$ cat src/sv/rrns_pkg.sv
// ----------------------------------------------------------------------------
// rrns_pkg
// Shared types and constants for the nearest-neighbor rectangle scale
// address generator.
// ----------------------------------------------------------------------------
package rrns_pkg;

   // image size defaults
   localparam int DEF_SRC_WIDTH  = 1024;
   localparam int DEF_SRC_HEIGHT = 1024;
   localparam int DEF_DST_WIDTH  = 1024;
   localparam int DEF_DST_HEIGHT = 1024;

   localparam int REG_W    = 13;             // config register width
   localparam int REG_NUM  = 8;
   localparam int CSR_AW   = 5;              // byte address, 4 bytes per reg
   localparam int CSR_DW   = 32;
   localparam int IDX_W    = 12;             // loop index width
   localparam int NUM_W    = IDX_W + REG_W;  // index * size
   localparam int QUO_W    = REG_W;          // quotient stays below a size
   localparam int SUM_W    = REG_W + 2;      // signed origin + offset
   localparam int COORD_W  = 12;             // in-image coordinate
   localparam int LIN_W    = 2 * COORD_W;    // row * width + col
   localparam int MUL3_W   = LIN_W + 2;
   localparam int OUT_CW   = 10;
   localparam int OUT_AW   = 22;

   typedef enum logic [2:0] {
      REG_SRC_LEFT   = 3'd0,
      REG_SRC_TOP    = 3'd1,
      REG_SRC_WIDTH  = 3'd2,
      REG_SRC_HEIGHT = 3'd3,
      REG_DST_LEFT   = 3'd4,
      REG_DST_TOP    = 3'd5,
      REG_DST_WIDTH  = 3'd6,
      REG_DST_HEIGHT = 3'd7
   } reg_idx_type;

   // copy: equal sizes; shrink: walk source; grow: walk destination
   typedef enum logic [1:0] {
      MODE_COPY   = 2'd0,
      MODE_SHRINK = 2'd1,
      MODE_GROW   = 2'd2
   } mode_type;

   typedef struct packed {
      logic [IDX_W-1:0] row_index;
      logic [IDX_W-1:0] col_index;
   } req_data_type;

   typedef struct packed {
      logic [3:0]        pad;
      logic [OUT_AW-1:0] dst_byte_addr;
      logic [OUT_AW-1:0] src_byte_addr;
      logic [OUT_CW-1:0] dst_row;
      logic [OUT_CW-1:0] dst_col;
      logic [OUT_CW-1:0] src_row;
      logic [OUT_CW-1:0] src_col;
   } rsp_data_type;

   typedef struct packed {
      logic             ok;
      mode_type         mode;
      logic [IDX_W-1:0] ci;
      logic [IDX_W-1:0] ri;
   } idx_stage_type;

   typedef struct packed {
      logic             ok;
      mode_type         mode;
      logic [IDX_W-1:0] ci;
      logic [IDX_W-1:0] ri;
      logic [NUM_W-1:0] rem_c;
      logic [NUM_W-1:0] rem_r;
      logic [REG_W-1:0] dvs_c;
      logic [REG_W-1:0] dvs_r;
      logic [QUO_W-1:0] q_c;
      logic [QUO_W-1:0] q_r;
   } div_stage_type;

   typedef struct packed {
      logic               ok;
      logic [COORD_W-1:0] sc;
      logic [COORD_W-1:0] sr;
      logic [COORD_W-1:0] dc;
      logic [COORD_W-1:0] dr;
   } crd_stage_type;

   typedef struct packed {
      logic               ok;
      logic [COORD_W-1:0] sc;
      logic [COORD_W-1:0] sr;
      logic [COORD_W-1:0] dc;
      logic [COORD_W-1:0] dr;
      logic [LIN_W-1:0]   s_lin;
      logic [LIN_W-1:0]   d_lin;
   } lin_stage_type;

endpackage

$ cat src/sv/rgb_rect_nearest_scale_addr.sv
// ----------------------------------------------------------------------------
// rgb_rect_nearest_scale_addr
// Pixel address generator for a clipped nearest-neighbor RGB rectangle blit.
// ----------------------------------------------------------------------------
//
//  channel  dir   handshake            payload
//  req_     in    tvalid/tready        tdata: col_index, row_index
//  rsp_     out   tvalid/tready        tdata: coords + byte addrs, tuser: we
//  csr_     in    APB write/read       8 x 13-bit geometry registers
//
// One transaction accepted per clock while rsp_ is not stalled. The depth comes
// from the restoring divider for floor(index*num/den): one quotient bit per
// stage, 13 stages, both axes side by side.
// Reset (synchronous) empties the pipeline and loads origins 0, sizes 1.
// A stall on rsp_ freezes every stage at once; req_tready drops with it.
// The user must rewrite geometry registers only while nothing is in flight; the block does not enforce it.
//
module rgb_rect_nearest_scale_addr #(
   parameter int SRC_WIDTH  = rrns_pkg::DEF_SRC_WIDTH,
   parameter int SRC_HEIGHT = rrns_pkg::DEF_SRC_HEIGHT,
   parameter int DST_WIDTH  = rrns_pkg::DEF_DST_WIDTH,
   parameter int DST_HEIGHT = rrns_pkg::DEF_DST_HEIGHT
) (
   input  logic                        clock,
   input  logic                        reset,
   // request: [11:0] col_index, [23:12] row_index
   input  logic                        req_tvalid,
   output logic                        req_tready,
   input  logic [23:0]                 req_tdata,
   // response: [9:0] src_col, [19:10] src_row, [29:20] dst_col,
   // [39:30] dst_row, [61:40] src_byte_addr, [83:62] dst_byte_addr, zero pad
   output logic                        rsp_tvalid,
   input  logic                        rsp_tready,
   output logic [87:0]                 rsp_tdata,
   // response: [0] write_enable
   output logic [0:0]                  rsp_tuser,
   // register port
   input  logic                        csr_psel,
   input  logic                        csr_penable,
   input  logic                        csr_pwrite,
   input  logic [rrns_pkg::CSR_AW-1:0] csr_paddr,
   input  logic [rrns_pkg::CSR_DW-1:0] csr_pwdata,
   output logic [rrns_pkg::CSR_DW-1:0] csr_prdata,
   output logic                        csr_pready
);
   import rrns_pkg::*;

   // ---------------------------------------------------------------- regs
   logic [REG_W-1:0] cfg_ff [REG_NUM];
   logic             csr_wr;
   reg_idx_type      csr_idx;

   assign csr_pready = 1'b1;
   assign csr_idx    = reg_idx_type'(csr_paddr[CSR_AW-1:2]);
   assign csr_wr     = csr_psel & csr_penable & csr_pwrite & csr_pready;
   assign csr_prdata = {{(CSR_DW-REG_W){1'b0}}, cfg_ff[csr_idx]};

   always_ff @(posedge clock) begin
      if (reset) begin
         cfg_ff[REG_SRC_LEFT]   <= '0;
         cfg_ff[REG_SRC_TOP]    <= '0;
         cfg_ff[REG_SRC_WIDTH]  <= REG_W'(1);
         cfg_ff[REG_SRC_HEIGHT] <= REG_W'(1);
         cfg_ff[REG_DST_LEFT]   <= '0;
         cfg_ff[REG_DST_TOP]    <= '0;
         cfg_ff[REG_DST_WIDTH]  <= REG_W'(1);
         cfg_ff[REG_DST_HEIGHT] <= REG_W'(1);
      end else if (csr_wr) begin
         cfg_ff[csr_idx] <= csr_pwdata[REG_W-1:0];
      end
   end

   logic [REG_W-1:0] sw, sh, dw, dh;
   assign sw = cfg_ff[REG_SRC_WIDTH];
   assign sh = cfg_ff[REG_SRC_HEIGHT];
   assign dw = cfg_ff[REG_DST_WIDTH];
   assign dh = cfg_ff[REG_DST_HEIGHT];

   // ------------------------------------------------------- flow control
   // every stage moves together; the output register frees the input
   // whenever it is empty or being drained
   logic advance;
   logic out_v_ff;

   assign advance    = ~out_v_ff | rsp_tready;
   assign req_tready = advance;

   // ------------------------------------------- stage 0: mode and bounds
   req_data_type  req_d;
   idx_stage_type idx_in, idx_ff;
   logic          idx_v_ff;
   logic [REG_W-1:0] lim_c, lim_r;

   assign req_d = req_data_type'(req_tdata);

   always_comb begin
      idx_in.ci = req_d.col_index;
      idx_in.ri = req_d.row_index;
      if (sw == dw && sh == dh)
         idx_in.mode = MODE_COPY;
      else if (sw > dw && sh > dh)
         idx_in.mode = MODE_SHRINK;
      else
         idx_in.mode = MODE_GROW;
      // index walks the source when shrinking, else the destination
      lim_c = (idx_in.mode == MODE_SHRINK) ? sw : dw;
      lim_r = (idx_in.mode == MODE_SHRINK) ? sh : dh;
      idx_in.ok = (sw != '0) && (sh != '0) && (dw != '0) && (dh != '0) &&
                  ({1'b0, idx_in.ci} < lim_c) && ({1'b0, idx_in.ri} < lim_r);
   end

   always_ff @(posedge clock) begin
      if (reset)
         idx_v_ff <= 1'b0;
      else if (advance)
         idx_v_ff <= req_tvalid;
   end

   always_ff @(posedge clock) begin
      if (advance)
         idx_ff <= idx_in;
   end

   // ------------------------------------ stage 1: numerator = index * size
   div_stage_type div_in [QUO_W+1];
   div_stage_type div_ff [QUO_W+1];
   logic          div_v_ff [QUO_W+1];

   always_comb begin
      logic [REG_W-1:0] mul_c, mul_r;
      mul_c = (idx_ff.mode == MODE_SHRINK) ? dw : sw;
      mul_r = (idx_ff.mode == MODE_SHRINK) ? dh : sh;
      div_in[0].ok    = idx_ff.ok;
      div_in[0].mode  = idx_ff.mode;
      div_in[0].ci    = idx_ff.ci;
      div_in[0].ri    = idx_ff.ri;
      div_in[0].rem_c = NUM_W'(idx_ff.ci) * NUM_W'(mul_c);
      div_in[0].rem_r = NUM_W'(idx_ff.ri) * NUM_W'(mul_r);
      div_in[0].dvs_c = (idx_ff.mode == MODE_SHRINK) ? sw : dw;
      div_in[0].dvs_r = (idx_ff.mode == MODE_SHRINK) ? sh : dh;
      div_in[0].q_c   = '0;
      div_in[0].q_r   = '0;
   end

   always_ff @(posedge clock) begin
      if (reset)
         div_v_ff[0] <= 1'b0;
      else if (advance)
         div_v_ff[0] <= idx_v_ff;
   end

   always_ff @(posedge clock) begin
      if (advance)
         div_ff[0] <= div_in[0];
   end

   // ----------------------------- divider: one quotient bit per stage
   // index < span keeps the quotient below the other size, so 13 bits do
   for (genvar k = 0; k < QUO_W; k++) begin : g_div
      localparam int BIT = QUO_W - 1 - k;

      always_comb begin
         logic [NUM_W-1:0] trial_c, trial_r;
         trial_c = NUM_W'(div_ff[k].dvs_c) << BIT;
         trial_r = NUM_W'(div_ff[k].dvs_r) << BIT;
         div_in[k+1] = div_ff[k];
         if (div_ff[k].rem_c >= trial_c) begin
            div_in[k+1].rem_c    = div_ff[k].rem_c - trial_c;
            div_in[k+1].q_c[BIT] = 1'b1;
         end
         if (div_ff[k].rem_r >= trial_r) begin
            div_in[k+1].rem_r    = div_ff[k].rem_r - trial_r;
            div_in[k+1].q_r[BIT] = 1'b1;
         end
      end

      always_ff @(posedge clock) begin
         if (reset)
            div_v_ff[k+1] <= 1'b0;
         else if (advance)
            div_v_ff[k+1] <= div_v_ff[k];
      end

      always_ff @(posedge clock) begin
         if (advance)
            div_ff[k+1] <= div_in[k+1];
      end
   end

   // ------------------------------- coordinates and image clipping
   div_stage_type dq;
   crd_stage_type crd_in, crd_ff;
   logic          crd_v_ff;

   assign dq = div_ff[QUO_W];

   always_comb begin
      logic [REG_W-1:0] off_sc, off_sr, off_dc, off_dr;
      logic [SUM_W-1:0] s_c, s_r, d_c, d_r;
      logic             in_s, in_d;
      // scaled side takes the quotient, walked side the plain index
      off_sc = (dq.mode == MODE_GROW)   ? dq.q_c : {1'b0, dq.ci};
      off_sr = (dq.mode == MODE_GROW)   ? dq.q_r : {1'b0, dq.ri};
      off_dc = (dq.mode == MODE_SHRINK) ? dq.q_c : {1'b0, dq.ci};
      off_dr = (dq.mode == MODE_SHRINK) ? dq.q_r : {1'b0, dq.ri};
      s_c = {{2{cfg_ff[REG_SRC_LEFT][REG_W-1]}}, cfg_ff[REG_SRC_LEFT]} +
            {2'b00, off_sc};
      s_r = {{2{cfg_ff[REG_SRC_TOP][REG_W-1]}}, cfg_ff[REG_SRC_TOP]} +
            {2'b00, off_sr};
      d_c = {{2{cfg_ff[REG_DST_LEFT][REG_W-1]}}, cfg_ff[REG_DST_LEFT]} +
            {2'b00, off_dc};
      d_r = {{2{cfg_ff[REG_DST_TOP][REG_W-1]}}, cfg_ff[REG_DST_TOP]} +
            {2'b00, off_dr};
      in_s = ~s_c[SUM_W-1] && (s_c[SUM_W-2:0] < (SUM_W-1)'(SRC_WIDTH)) &&
             ~s_r[SUM_W-1] && (s_r[SUM_W-2:0] < (SUM_W-1)'(SRC_HEIGHT));
      in_d = ~d_c[SUM_W-1] && (d_c[SUM_W-2:0] < (SUM_W-1)'(DST_WIDTH)) &&
             ~d_r[SUM_W-1] && (d_r[SUM_W-2:0] < (SUM_W-1)'(DST_HEIGHT));
      crd_in.ok = dq.ok & in_s & in_d;
      crd_in.sc = s_c[COORD_W-1:0];
      crd_in.sr = s_r[COORD_W-1:0];
      crd_in.dc = d_c[COORD_W-1:0];
      crd_in.dr = d_r[COORD_W-1:0];
   end

   always_ff @(posedge clock) begin
      if (reset)
         crd_v_ff <= 1'b0;
      else if (advance)
         crd_v_ff <= div_v_ff[QUO_W];
   end

   always_ff @(posedge clock) begin
      if (advance)
         crd_ff <= crd_in;
   end

   // ------------------------------------ linear pixel index, row major
   lin_stage_type lin_in, lin_ff;
   logic          lin_v_ff;

   always_comb begin
      lin_in.ok    = crd_ff.ok;
      lin_in.sc    = crd_ff.sc;
      lin_in.sr    = crd_ff.sr;
      lin_in.dc    = crd_ff.dc;
      lin_in.dr    = crd_ff.dr;
      lin_in.s_lin = LIN_W'(crd_ff.sr) * LIN_W'(SRC_WIDTH) + LIN_W'(crd_ff.sc);
      lin_in.d_lin = LIN_W'(crd_ff.dr) * LIN_W'(DST_WIDTH) + LIN_W'(crd_ff.dc);
   end

   always_ff @(posedge clock) begin
      if (reset)
         lin_v_ff <= 1'b0;
      else if (advance)
         lin_v_ff <= crd_v_ff;
   end

   always_ff @(posedge clock) begin
      if (advance)
         lin_ff <= lin_in;
   end

   // --------------------------------- output: 3 bytes/pixel, zero if off
   rsp_data_type rsp_in, rsp_ff;
   logic         we_ff;

   always_comb begin
      logic [MUL3_W-1:0] sa, da;
      sa = (MUL3_W'(lin_ff.s_lin) << 1) + MUL3_W'(lin_ff.s_lin);
      da = (MUL3_W'(lin_ff.d_lin) << 1) + MUL3_W'(lin_ff.d_lin);
      rsp_in = '0;
      if (lin_ff.ok) begin
         rsp_in.src_col       = lin_ff.sc[OUT_CW-1:0];
         rsp_in.src_row       = lin_ff.sr[OUT_CW-1:0];
         rsp_in.dst_col       = lin_ff.dc[OUT_CW-1:0];
         rsp_in.dst_row       = lin_ff.dr[OUT_CW-1:0];
         rsp_in.src_byte_addr = sa[OUT_AW-1:0];
         rsp_in.dst_byte_addr = da[OUT_AW-1:0];
      end
   end

   always_ff @(posedge clock) begin
      if (reset)
         out_v_ff <= 1'b0;
      else if (advance)
         out_v_ff <= lin_v_ff;
   end

   always_ff @(posedge clock) begin
      if (advance) begin
         rsp_ff <= rsp_in;
         we_ff  <= lin_ff.ok;
      end
   end

   assign rsp_tvalid   = out_v_ff;
   assign rsp_tdata    = rsp_ff;
   assign rsp_tuser[0] = we_ff;

endmodule

$ cat config.mk
export PLATFORM = sky130hd
export DESIGN_NAME = rgb_rect_nearest_scale_addr
export DESIGN_NICKNAME = d
export VERILOG_FILES = /design/src/sv/rrns_pkg.sv /design/src/sv/rgb_rect_nearest_scale_addr.sv
export SDC_FILE = /design/constraint.sdc
export NUM_CORES = 2
export LEC_CHECK = 0
export ABC_CLOCK_PERIOD_IN_PS = 84300
export BUFFER_PORTS_ARGS = -buffer_cell sky130_fd_sc_hd__buf_4
export CAP_MARGIN = 20
export CORE_ASPECT_RATIO = 1.25
export CORE_MARGIN = 4
export CORE_UTILIZATION = 40
export CTS_CLUSTER_SIZE = 28
export DETAILED_ROUTE_END_ITERATION = 8
export HOLD_SLACK_MARGIN = 0.03
export REMOVE_ABC_BUFFERS = 1
export SLEW_MARGIN = 0
export SYNTH_ARGS = -nofsm -noshare
export SYNTH_HDL_FRONTEND = slang
export SYNTH_SLANG_ARGS = --single-unit
$ cat constraint.sdc
create_clock -name clock -period 84.3 [get_ports clock]
set_input_delay 8.43 -clock clock [delete_from_list [all_inputs] [get_ports clock]]
set_output_delay 8.43 -clock clock [all_outputs]
set_load 0.1 [all_outputs]
==> results <==
- The detailed placer's ending HPWL is 157000 um.
- Once the clock tree was built, the resizer swapped 0 gates to a different size.
- The post-synthesis average cell area is 12.6 um2.
- Summing the areas of all xor and xnor instances in the mapped netlist gives 3.91% of the synthesized area.
- The post-synthesis compound-gate area fraction is approximately 8%.
- VDD sags by at most 0.0000211 V.
- The final routed wire length divided by cell count is 18.0 um.
- The worst hold slack is slightly below 0.4 ns.
- The synthesized design contains 1894 register bits.
- Summed over all layers, the global routing overflow is 0.
- The detailed-route via count is just under 60000.
- The global-route wire length before repair is 324000 um.
- By count the netlist is led by edfxtp_1, inv_1, nand2_1.
- Summing the areas of all and, or, nand and nor instances in the mapped netlist gives between 10% and 20% of the synthesized area.
- The most common cell in the synthesized netlist is edfxtp_1.
- Setup repair after global routing left no endpoint under its margin.
- After detailed placement, the design holds a cell count of roughly 11000.
- The worst pin sits at a relative slew slack of 16.1%.
- The Yosys step of the flow raised 0 warnings.
- The clock net sink count is around 1900.
- Input and output buffers added on the ports amount to 146.
- The highest metal layer carrying signal wires in the routed design is met4.
- The multiplexer fraction of the synthesized cell area is 2.21%.
- The tree is rooted in a clkbuf_16.
- In the post-synthesis netlist, the biggest area contributors are edfxtp_1, ha_1, fa_1.
- For this design the total switching power over the nets is 1.28 mW.
- The CTS tree is built.
- For the finished layout, the period the worst path requires is ~19 ns.
- The share of total power in sequential cells is 40.2%.
- Combinational logic is responsible for 37.6% of the overall power.
- The power density of the placed cells is approximately 34 nW/um2.
- The first routing iteration left 3624 violations.
- Of the available clock period, the critical path in the final layout requires around 22%.
- Counting every instance in the synthesized netlist gives 7810.
- The internal portion of the total power is around 2.5 mW.
- The initial antenna violation count was 9.
- The data arrival time of the critical path is 10.52 ns.
- The die is 562 um tall.
- The critical path launch point type is a primary input.
- Of the total power, the share spent switching nets is 33.9%.
- After Yosys synthesis, full adders, half adders and majority gates account for 12.9% of the synthesized area.
- The routed design uses 105000 um of met2 wire.
- The worst setup slack before clock tree synthesis is ~65 ns.
- The floorplan step defined a core boundary enclosing 244000 um2.
- The detail route stage leaves a number of antenna-violating nets equal to 0.
- Setup total negative slack on the finished layout was measured at 0 ns.
- After filler insertion, the fill cell instance count of the layout stands at 22000.
- The fraction of the yosys area taken by sequential cells is 57.9%.
- The deepest clock path buffer count is 4.
- The number of max-slew violations in the final report is 0.
- Using the TritonRoute via totals, the vias-per-cell ratio works out to 5.09.
- Among all flip-flop cells after synthesis, the most frequent one is edfxtp_1.
- The area share of the largest cell type after synthesis is 57.8%.
- After detailed routing, the met3 layer carries 9840 um of wire.
- The final cell count without fillers is 11500.
- The maximum fanout encountered on the critical timing path is 31.
- Post-CTS timing repair inserted 0 buffers for setup.
- The post-route netlist has between 8 and 9% of its cells at a drive strength greater than 1.
- After detailed placement, the total cell area comes to 103000 um2.
- The number of global-route vias before repair is around 59000.
- The category of the worst setup path capture point is a primary output.
- Data on the critical path is required at its endpoint by between 70 and 80 ns.
- For this run, the post-layout net count is 8994.
- The run finished with clean final reports.
- The boundary pin count is 192.
- The global-route usage over all layers is 16.1%.
- The analysis attributes to cell leakage a power of between 40 and 50 nW.
- After clock tree synthesis, the clock-pin slew on the worst setup and hold paths is 0.06 ns.
- For the pin with the worst max-slew slack, the measured transition is ~1.2 ns.
- Timing would allow up to 52.8 MHz.
- After synthesis, the largest family of logic cells by area is adder cells.
- The worst setup path is of the in -> out kind.
- After detailed routing, the number of remaining DRC violations is 0.
- The final-report hold violation count is 0.
- The area added between synthesis and finish is 11.7%.
- The effective utilization at floorplan is approximately 40%.
- The floorplan step set the die width to 451 um.
- The max-cap violation count is 0.
- The area of the mapped netlist is 98200 um2.
- The congestion estimate from routability-driven global placement came to 0.899.
- Setup violations remaining at the end of the flow were counted as 0.
- Between clock sinks in the finished design, the worst skew comes to roughly 0.057 ns.
- The post-route met1 wirelength is approximately 83000 um.
- The later pin in the worst-skew pair is clocked with a latency of 0.86 ns.
- Buffers inserted during clock tree synthesis total 198.
- The leading area contributor after synthesis is edfxtp_1.
- The cell area after layout is 110000 um2.
- The clock network burns 22.2% of the power.
- The standard-cell row count is 203.
- After synthesis, the share of flip-flops with an asynchronous set or reset is 0%.
- After synthesis, the netlist uses 88 different library cells.
- The total length of routed wires is 207000 um.
- The overall die area is about 250000 um2.
- The worst path meets setup with 65.35 ns of slack.
- The pre-antenna-repair detailed-routing pass consisted of 5 iterations.
- In this run, synthesis inferred approximately 1900 flip-flops with an integrated enable.
- The maximum number of pins on one net before global-route repair is 206.
- The type of the worst min-delay path is reg -> reg.
- Hold repair after CTS inserted 0 buffers.
- The number of H-tree levels is 4.
## cell type report
type	count	area (um2)	area share [%]
repair buffers	220	1780	1.62
diodes	3	7.51	0.00685
multi-input cells	4936	37600	34.3
well taps	3280	4100	3.74
clock buffers	228	5110	4.66
clock inverters	122	1130	1.03
flip-flops and latches	1894	56800	51.8
inverters	812	3060	2.79
## metrics by stage
step                      utilization [%]  power, mW
final                                44.9       3.78
after global routing                 44.9       4.07
after CTS                            44.8       3.82
after detailed placement             42.3       2.96
after global placement               42.2       2.92
after floorplan                         -       2.59
## critical path: stages
cell,delay [ns]
buf_4,0.38
clkinv_1,0.42
nor2_1,0.31
a22oi_1,0.13
o22ai_1,0.44
buf_4,0.39
## sequential cells by signal, summed over array words and instances (netlist names)
register,count
idx_v_ff,1
cfg_ff,104
rsp_tuser,1
lin_ff,65
crd_ff,49
div_v_ff,14
lin_v_ff,1
crd_v_ff,1
rsp_tvalid,1
div_in,27
rsp_tdata,82
div_ff,1548
## layer usage
metal,track usage (%),vias up
met1,18.9,28200
met3,2.26,474
met5,0,-
li1,-,28500
met4,7.18,0
met2,29.2,1308
## power groups by stage
stage / logic (mW) / registers (mW) / clock network, mW
6_report: 1.42 / 1.52 / 0.839
5_1_grt: 1.61 / 1.55 / 0.907
4_1_cts: 1.43 / 1.52 / 0.867
3_5_place_dp: 1.42 / 1.54 / 0
3_3_place_gp: 1.38 / 1.53 / 0
2_1_floorplan: 1.11 / 1.47 / 0
## kinds of logic (layout without fill, tap and decap cells)
| logic type | after synthesis | after routing |
|---|---|---|
| adders and majority gates | 864 | 864 |
| buffers and inverters | 1002 | 1382 |
| DFF | 1894 | 1894 |
| muxes | 191 | 191 |
| AOI/OAI and AO/OA | 1264 | 1264 |
| and+or+nand+nor | 2155 | 2155 |
| xor gates and xnor gates | 438 | 438 |
| other | 2 | 27 |
## worst paths after layout
kind,cells after the start,slack [ns],to,from
worst max-delay path,6,65.35,csr_prdata[0],csr_paddr[4]
worst max register to register,24,77.42,div_ff[0][100],div_in[1803]
worst min register to register,0,0.39,div_ff[1][365],div_ff[1][236]
worst min-delay path,0,0.39,div_ff[1][365],div_ff[1][236]
## cells in the final DEF, fill, tap and decap left out, types with 98 or more instances in the layout
cell / synthesis / layout
nor2_1: 392 / 391
nor3_1: 142 / 139
a21oi_1: 348 / 347
a21o_1: 139 / 139
and2_1: 300 / 300
nor2b_1: 100 / 98
inv_1: 810 / 809
fa_1: 252 / 252
xnor2_1: 253 / 253
o21ai_0: 326 / 323
xor2_1: 185 / 185
edfxtp_1: 1890 / 1890
nand2_1: 676 / 676
ha_1: 612 / 612
buf_4: 26 / 210
clkbuf_16: 0 / 200
mux2_2: 124 / 124
(Power assumes the default switching activity.)
